===== config.mk =====
export PLATFORM = sky130hd
export DESIGN_NAME = stable_priority_queue_unit
export DESIGN_NICKNAME = d
export VERILOG_FILES = /design/src/hdl/spq_pkg.sv /design/src/hdl/spq_cell.sv /design/src/hdl/stable_priority_queue_unit.sv
export SDC_FILE = /design/constraint.sdc
export NUM_CORES = 2
export LEC_CHECK = 0
export ABC_CLOCK_PERIOD_IN_PS = 9980
export BUFFER_PORTS_ARGS = -buffer_cell sky130_fd_sc_hd__buf_4
export CAP_MARGIN = 20
export CORE_MARGIN = 4
export CORE_UTILIZATION = 55
export DETAILED_ROUTE_END_ITERATION = 10
export PLACE_DENSITY = 0.71
export SYNTH_ARGS = -nofsm -noshare
export SYNTH_HDL_FRONTEND = slang
export SYNTH_SLANG_ARGS = --single-unit

===== constraint.sdc =====
create_clock -name clock -period 9.98 [get_ports clock]
set_input_delay 0.499 -clock clock [delete_from_list [all_inputs] [get_ports clock]]
set_output_delay 0.499 -clock clock [all_outputs]
set_load 0.03 [all_outputs]

===== src/hdl/spq_pkg.sv =====
// ----------------------------------------------------------------------------
// spq_pkg
// Shared types and constants of the stable priority queue: field widths,
// status codes and the control bundle that runs along the cell chain.
// ----------------------------------------------------------------------------
package spq_pkg;

   localparam int CAPACITY_DEFAULT = 16;

   localparam int DATA_W   = 32;
   localparam int PRIO_W   = 16;
   localparam int COUNT_W  = 5;
   localparam int STATUS_W = 2;

   typedef enum logic [0:0] {
      OP_PUSH = 1'b0,
      OP_POP  = 1'b1
   } op_type;

   typedef enum logic [STATUS_W-1:0] {
      STATUS_OK        = 2'd0,
      STATUS_POP_EMPTY = 2'd1,
      STATUS_PUSH_FULL = 2'd2
   } status_type;

   // control that every cell sees in the same cycle
   typedef struct packed {
      logic                     push;
      logic                     pop;
      logic signed [DATA_W-1:0] data;
      logic signed [PRIO_W-1:0] prio;
   } chain_ctl_type;

endpackage


===== src/hdl/spq_cell.sv =====
// ----------------------------------------------------------------------------
// spq_cell
// One slot of the sorted shift chain. On a push it keeps its entry, takes
// the new one or takes its left neighbor's; on a pop it takes its right
// neighbor's entry.
// ----------------------------------------------------------------------------
module spq_cell #(
   parameter int CNT_W = 5,
   parameter int INDEX = 0
) (
   input  logic                                 clock,
   input  spq_pkg::chain_ctl_type               ctl,
   input  logic [CNT_W-1:0]                     count,
   input  logic                                 left_keep,
   input  logic signed [spq_pkg::DATA_W-1:0]    left_data,
   input  logic signed [spq_pkg::PRIO_W-1:0]    left_prio,
   input  logic signed [spq_pkg::DATA_W-1:0]    right_data,
   input  logic signed [spq_pkg::PRIO_W-1:0]    right_prio,
   output logic                                 keep,
   output logic signed [spq_pkg::DATA_W-1:0]    slot_data,
   output logic signed [spq_pkg::PRIO_W-1:0]    slot_prio,
   output logic signed [spq_pkg::DATA_W-1:0]    next_data,
   output logic signed [spq_pkg::PRIO_W-1:0]    next_prio
);

   logic signed [spq_pkg::DATA_W-1:0] data_ff, data_in;
   logic signed [spq_pkg::PRIO_W-1:0] prio_ff, prio_in;
   logic                              occupied;

   assign occupied = (count > CNT_W'(INDEX));
   // stored entries at or above the new priority stay ahead of it
   assign keep     = occupied && (prio_ff >= ctl.prio);

   always_comb begin
      data_in = data_ff;
      prio_in = prio_ff;
      if (ctl.push && !keep) begin
         if (left_keep) begin
            data_in = ctl.data;
            prio_in = ctl.prio;
         end else begin
            data_in = left_data;
            prio_in = left_prio;
         end
      end else if (ctl.pop) begin
         data_in = right_data;
         prio_in = right_prio;
      end
   end

   always_ff @(posedge clock) begin
      data_ff <= data_in;
      prio_ff <= prio_in;
   end

   assign slot_data = data_ff;
   assign slot_prio = prio_ff;
   assign next_data = data_in;
   assign next_prio = prio_in;

endmodule


===== src/hdl/stable_priority_queue_unit.sv =====
// ----------------------------------------------------------------------------
// stable_priority_queue_unit
// Bounded priority queue held as a sorted chain of cells, head in cell 0.
// ----------------------------------------------------------------------------
// Usage:
//   The req channel carries one operation per item: tuser selects push or
//   pop, tdata holds the entry's data and priority (ignored on pop). A push
//   lands behind every stored entry of equal or higher priority, so equal
//   priorities leave first-in first-out. A pop removes the head.
//   Every item yields exactly one rsp item describing the queue after the
//   operation: head data and priority (zero when empty), the entry count,
//   the empty flag and a status (ok, pop on empty, push dropped when full).
//   The rsp item is registered at the edge that takes the req item.
//   Throughput is one item per cycle unless the receiver stalls; all cells
//   compare against the incoming priority and shift in the same cycle.
//   When the receiver stalls, the rsp register holds and req_tready drops
//   until it is taken; a req item is taken in the same cycle the held rsp
//   item leaves.
//   Reset clears the entry count and the rsp valid flag; slot contents are
//   never read above the count and need no clearing.
// ----------------------------------------------------------------------------
module stable_priority_queue_unit #(
   parameter int CAPACITY = spq_pkg::CAPACITY_DEFAULT
) (
   input  logic        clock,
   input  logic        reset,
   input  logic        req_tvalid,
   output logic        req_tready,
   input  logic [47:0] req_tdata,   // entry_data[31:0], entry_priority[47:32]
   input  logic [0:0]  req_tuser,   // operation
   output logic        rsp_tvalid,
   input  logic        rsp_tready,
   output logic [55:0] rsp_tdata,   // head_data[31:0], head_priority[47:32],
                                    // entry_count[52:48], zero fill[55:53]
   output logic [2:0]  rsp_tuser    // queue_empty[0], status[2:1]
);

   localparam int CNT_W = $clog2(CAPACITY + 1);

   logic [CNT_W-1:0]  count_ff, count_in;
   logic              rsp_valid_ff, rsp_valid_in;
   logic signed [spq_pkg::DATA_W-1:0] rsp_data_ff, rsp_data_in;
   logic signed [spq_pkg::PRIO_W-1:0] rsp_prio_ff, rsp_prio_in;
   logic [spq_pkg::COUNT_W-1:0]       rsp_count_ff, rsp_count_in;
   logic                              rsp_empty_ff, rsp_empty_in;
   spq_pkg::status_type               rsp_status_ff, rsp_status_in;

   logic                   accept;
   logic                   is_pop;
   logic                   full;
   logic                   empty;
   spq_pkg::chain_ctl_type ctl;

   logic                              keep_w      [CAPACITY];
   logic signed [spq_pkg::DATA_W-1:0] slot_data_w [CAPACITY];
   logic signed [spq_pkg::PRIO_W-1:0] slot_prio_w [CAPACITY];
   logic signed [spq_pkg::DATA_W-1:0] next_data_w [CAPACITY];
   logic signed [spq_pkg::PRIO_W-1:0] next_prio_w [CAPACITY];

   assign req_tready = !rsp_valid_ff || rsp_tready;
   assign accept     = req_tvalid && req_tready;
   assign is_pop     = (spq_pkg::op_type'(req_tuser[0]) == spq_pkg::OP_POP);
   assign full       = (count_ff == CNT_W'(CAPACITY));
   assign empty      = (count_ff == '0);

   always_comb begin
      ctl.push = accept && !is_pop && !full;
      ctl.pop  = accept && is_pop && !empty;
      ctl.data = req_tdata[31:0];
      ctl.prio = req_tdata[47:32];
   end

   for (genvar i = 0; i < CAPACITY; i++) begin : g_cell
      logic                              lkeep;
      logic signed [spq_pkg::DATA_W-1:0] ldata, rdata;
      logic signed [spq_pkg::PRIO_W-1:0] lprio, rprio;

      if (i == 0) begin : g_first
         assign lkeep = 1'b1;
         assign ldata = ctl.data;
         assign lprio = ctl.prio;
      end else begin : g_inner
         assign lkeep = keep_w[i-1];
         assign ldata = slot_data_w[i-1];
         assign lprio = slot_prio_w[i-1];
      end

      // the top cell is beyond the count after a pop, its content is free
      if (i == CAPACITY - 1) begin : g_last
         assign rdata = slot_data_w[i];
         assign rprio = slot_prio_w[i];
      end else begin : g_below
         assign rdata = slot_data_w[i+1];
         assign rprio = slot_prio_w[i+1];
      end

      spq_cell #(
         .CNT_W (CNT_W),
         .INDEX (i)
      ) u_cell (
         .clock      (clock),
         .ctl        (ctl),
         .count      (count_ff),
         .left_keep  (lkeep),
         .left_data  (ldata),
         .left_prio  (lprio),
         .right_data (rdata),
         .right_prio (rprio),
         .keep       (keep_w[i]),
         .slot_data  (slot_data_w[i]),
         .slot_prio  (slot_prio_w[i]),
         .next_data  (next_data_w[i]),
         .next_prio  (next_prio_w[i])
      );
   end

   always_comb begin
      count_in = count_ff;
      if (ctl.push) begin
         count_in = count_ff + CNT_W'(1);
      end else if (ctl.pop) begin
         count_in = count_ff - CNT_W'(1);
      end
   end

   always_comb begin
      rsp_valid_in  = rsp_valid_ff;
      rsp_data_in   = rsp_data_ff;
      rsp_prio_in   = rsp_prio_ff;
      rsp_count_in  = rsp_count_ff;
      rsp_empty_in  = rsp_empty_ff;
      rsp_status_in = rsp_status_ff;
      if (rsp_tready) begin
         rsp_valid_in = 1'b0;
      end
      if (accept) begin
         rsp_valid_in = 1'b1;
         rsp_empty_in = (count_in == '0);
         rsp_count_in = spq_pkg::COUNT_W'(count_in);
         if (count_in == '0) begin
            rsp_data_in = '0;
            rsp_prio_in = '0;
         end else begin
            rsp_data_in = next_data_w[0];
            rsp_prio_in = next_prio_w[0];
         end
         if (is_pop && empty) begin
            rsp_status_in = spq_pkg::STATUS_POP_EMPTY;
         end else if (!is_pop && full) begin
            rsp_status_in = spq_pkg::STATUS_PUSH_FULL;
         end else begin
            rsp_status_in = spq_pkg::STATUS_OK;
         end
      end
   end

   always_ff @(posedge clock) begin
      if (reset) begin
         count_ff     <= '0;
         rsp_valid_ff <= 1'b0;
      end else begin
         count_ff     <= count_in;
         rsp_valid_ff <= rsp_valid_in;
      end
   end

   always_ff @(posedge clock) begin
      rsp_data_ff   <= rsp_data_in;
      rsp_prio_ff   <= rsp_prio_in;
      rsp_count_ff  <= rsp_count_in;
      rsp_empty_ff  <= rsp_empty_in;
      rsp_status_ff <= rsp_status_in;
   end

   assign rsp_tvalid = rsp_valid_ff;
   assign rsp_tdata  = {3'b000, rsp_count_ff, rsp_prio_ff, rsp_data_ff};
   assign rsp_tuser  = {rsp_status_ff, rsp_empty_ff};

endmodule


==> flow_summary_export.csv <==
group,metric,value,unit
clocking,clk_pin_slew,0.06,ns
synth,synthArstFlopShare,0,%
pwr,sequentialPowerShare,44.5,%
pwr,p_switching,3570,uW
grt,grt.total_usage,30.3,%
worst_setup_path,worstSetupPathType,"primary input to flop",
synth,synth_edf_count,776,
timing,rsz0062_at_grt,"no",
clocking,cts_hold_buf,0,
run_status,status,"finished clean",
layout,nNetsFinal,4361,
routing,wl_per_cell,26.6,um
routing,antenna_left,0,
grt,gr-total-overflow,0,
routing,drtIter0Drc,4128,
routing,routed-wl-met3,16.0,mm
synth,synth_adder_area_share,6.87,%
clocking,cts_root_buffer,"clkbuf_16",
timing,finalHoldViolations,0,
timing,period_share,51.9,%
place,io_buffers,110,
timing,period_needed,5.18,ns
clocking,cts_buffers,90,
synth,avgSynthCellArea,11.6,um^2
timing,max_freq,193,MHz
place,post-place-ws,4.40,ns
synth,ys_ff_latch,830,
routing,routed.top_layer,"met4",
synth,synthXorXnorAreaFrac,0.0553,%
worst_setup_path,cp.arrival,5.58,ns
timing,tns,0,ns
flow_run,drv_cap,0,
synth,netlist_area,0.0476,mm^2
clocking,clockBufferDepth,3,
synth,ys_seq_area_share,51.3,%
layout,drive_gt1_share,16.4,%
timing,clock_skew,0.0290,ns
pwr,internal_power,7590,uW
place,place_congestion,1.00,
synth,synth_cell_types,74,
timing,drv_slew,0,
timing,setup_viol,0,
grt,antenna_found_initial,2,
layout,fillers,6814,
layout,utilization,61.1,%
place,dpl.hpwl,89.8,mm
synth,synth_top_family_by_area,"multiplexers",
clocking,cts_resized,0,
min_path,min_from,"reset",
worst_setup_path,startpoint_type,"primary input",
pwr,pwr-share-comb,25.4,%
pwr,powerDensity,214,mW/mm^2
routing,drc,0,
routing,m1WireLength,58.8,mm
pwr,vdd_drop_max,224,uV
timing,relSlewSlack,23.4,%
grt,grt_pass1_wl,209,mm
synth,synth_compound_area_share,12.8,%
worst_setup_path,end_kind,"flop",
routing,dr_wl_met2,61.0,mm
floorplanning,die_height,302,um
layout,area_delta_synth_final,9.74,%
timing,tightest_slew,1.15,ns
timing,setup_ws,4.80,ns
min_path,hold_class,"primary input to flop",
synth,postSynthCellCount,4111,
pwr,leakagePower,0.0209,uW
clocking,clock_sinks,830,
clocking,tritoncts,"done",
floorplanning,die_w,302,um
floorplanning,dieArea,0.0912,mm^2
routing,first_pass_iters,6,
grt,grt_max_degree,126,
worst_setup_path,r2r_start,"rsp_tvalid",
worst_setup_path,crit_required,10.38,ns
synth,ys_warn_count,0,
grt,grt_pass1_vias,32800,
worst_setup_path,crit_path_start,"req_tdata[33]",
routing,vias_per_cell,6.50,
pwr,clock_power_share,30.1,%
clocking,insertion_delay,0.66,ns
floorplanning,num_rows,107,
clocking,post_cts_buffers,0,
routing,routed_wl,140,mm
synth,synth_ff_type,"edfxtp_1",
routing,dr_total_vias,34200,
floorplanning,start_util,55.7,%
pwr,switching_share,32.0,%
synth,synthMuxAreaShare,19.3,%
synth,yosys.area_share.simple,6.15,%
floorplanning,ios,114,
floorplanning,coreArea,0.0854,mm^2
worst_setup_path,cp_max_fo,48,
clocking,h-tree-depth,3,
[routing by layer]
metal / global-route usage, % / vias to the layer above
li1: - / 15400
met1: 42.7 / 16800
met2: 45.7 / 1737
met3: 8.37 / 248
met4: 9.40 / 0
met5: 0 / -
[final cells by class]
class / instances / area, um^2 / share of cell area, %
clock buffer: 129 / 2550 / 4.89
tap: 1144 / 1430 / 2.74
sequential: 830 / 24400 / 46.7
timing repair buffer: 177 / 1360 / 2.61
clock inverter: 38 / 390 / 0.748
inverter: 47 / 176 / 0.338
multi-input combinational: 2901 / 21900 / 41.9
antenna: 2 / 5.00 / 0.00959
[Yosys cell counts, types with 4 or more instances]
cell type,count,area [um^2]
a211oi_2,10,125
ha_1,261,3270
o211ai_1,13,97.6
a221oi_1,5,43.8
nor3_1,7,35.0
buf_4,17,128
buf_1,15,56.3
a211oi_1,62,465
o21bai_1,6,45.0
o21ai_0,324,1620
or2_2,5,31.3
nand2b_1,15,93.8
a21oi_1,565,2830
nor4_1,6,37.5
or4_1,5,37.5
and4_1,7,61.3
edfxtp_1,776,23300
mux2i_1,581,5820
mux2_2,300,3380
clkbuf_1,190,713
a2bb2oi_1,17,149
nand3_1,21,105
or3_1,4,25.0
nor2b_1,21,131
dfxtp_1,54,1080
o21ai_1,4,20.0
o31a_1,5,43.8
buf_2,110,551
nor2_1,318,1190
nand4_1,47,294
a21o_1,38,285
a31oi_1,10,62.6
and2_1,6,37.5
and3_1,11,68.8
nand2_1,170,638
o21a_1,9,67.6
inv_1,46,173
[through the flow]
step           hold slack, ns  power [uW]  area (um^2)  instances
2_1_floorplan           0.516        6850        47600       4113
6_report               0.0604       11200        52200       5268
3_5_place_dp            0.537        7790        49200       5097
3_3_place_gp            0.525        7720        49200       5096
5_1_grt                0.0547       11600        52200       5266
4_1_cts                0.0297       11100        52100       5264
[power groups by stage]
stage	Combinational, uW	Clock (uW)	Sequential, uW
after CTS	2790	3410	4950
after floorplan	1850	0	5000
final	2840	3360	4960
after detailed placement	2770	0	5020
after global routing	3070	3550	5010
after global placement	2720	0	5000
[sequential cells by signal, indices dropped and copies added, names as in the netlist]
signal / count
count_ff: 5
g_cell.u_cell.slot_data: 512
g_cell.u_cell.slot_prio: 256
rsp_count_ff: 5
rsp_data_ff: 32
rsp_empty_ff: 1
rsp_prio_ff: 16
rsp_status_ff: 2
rsp_tvalid: 1
[worst max-delay path, cell delays in order]
cell and delay (ns):
buf_4 0.18, inv_1 0.58, ha_1 0.44, nor2b_1 0.17, o21ai_0 0.56, a21boi_0 0.27
buf_4 0.21, or4_1 0.46, a31oi_4 0.79, buf_4 0.52, nor2_4 0.03, buf_4 0.41
mux2_2 0.38
[worst paths after layout]
path / end / slack (ns) / cells after the start
max: g_cell[8].u_cell.slot_data[5] / 4.80 / 13
min: rsp_tvalid / 0.06 / 2
min reg2reg: g_cell[14].u_cell.slot_data[15] / 0.55 / 1
max reg2reg: g_cell[9].u_cell.slot_prio[0] / 4.90 / 9
[placed cells by master, fill, tap and decap left out, types with 7 or more instances in the layout]
| cell type | synthesis | routed |
|---|---|---|
| nor2_1 | 318 | 316 |
| buf_4 | 17 | 174 |
| nand2_2 | 0 | 7 |
| ha_1 | 261 | 261 |
| a2bb2oi_1 | 17 | 17 |
| and3_1 | 11 | 9 |
| o21ai_0 | 324 | 320 |
| and4_1 | 7 | 7 |
| o21a_1 | 9 | 9 |
| o211ai_1 | 13 | 13 |
| clkinv_1 | 0 | 13 |
| nand4_1 | 47 | 47 |
| edfxtp_1 | 776 | 776 |
| mux2_2 | 300 | 300 |
| nand3_1 | 21 | 17 |
| clkinv_2 | 0 | 14 |
| a211oi_2 | 10 | 10 |
| nand2_1 | 170 | 163 |
| clkbuf_8 | 0 | 13 |
| a21oi_1 | 565 | 565 |
| nor2b_1 | 21 | 21 |
| mux2i_1 | 581 | 581 |
| dfxtp_1 | 54 | 54 |
| clkbuf_1 | 190 | 25 |
| a211oi_1 | 62 | 62 |
| nand2b_1 | 15 | 8 |
| inv_1 | 46 | 46 |
| clkbuf_16 | 0 | 91 |
| o21ai_4 | 0 | 7 |
| a21o_1 | 38 | 38 |
[kinds of logic (layout without fill, tap and decap cells)]
kind of cell	Yosys count	count (layout)
fa+ha+maj	261	261
xor+xnor	3	3
other cells	1	5
flops	830	830
compound gates	1096	1096
buf+inv	382	391
simple gates	657	657
mux	881	881
Note: power is estimated with default switching activity, not from simulation.
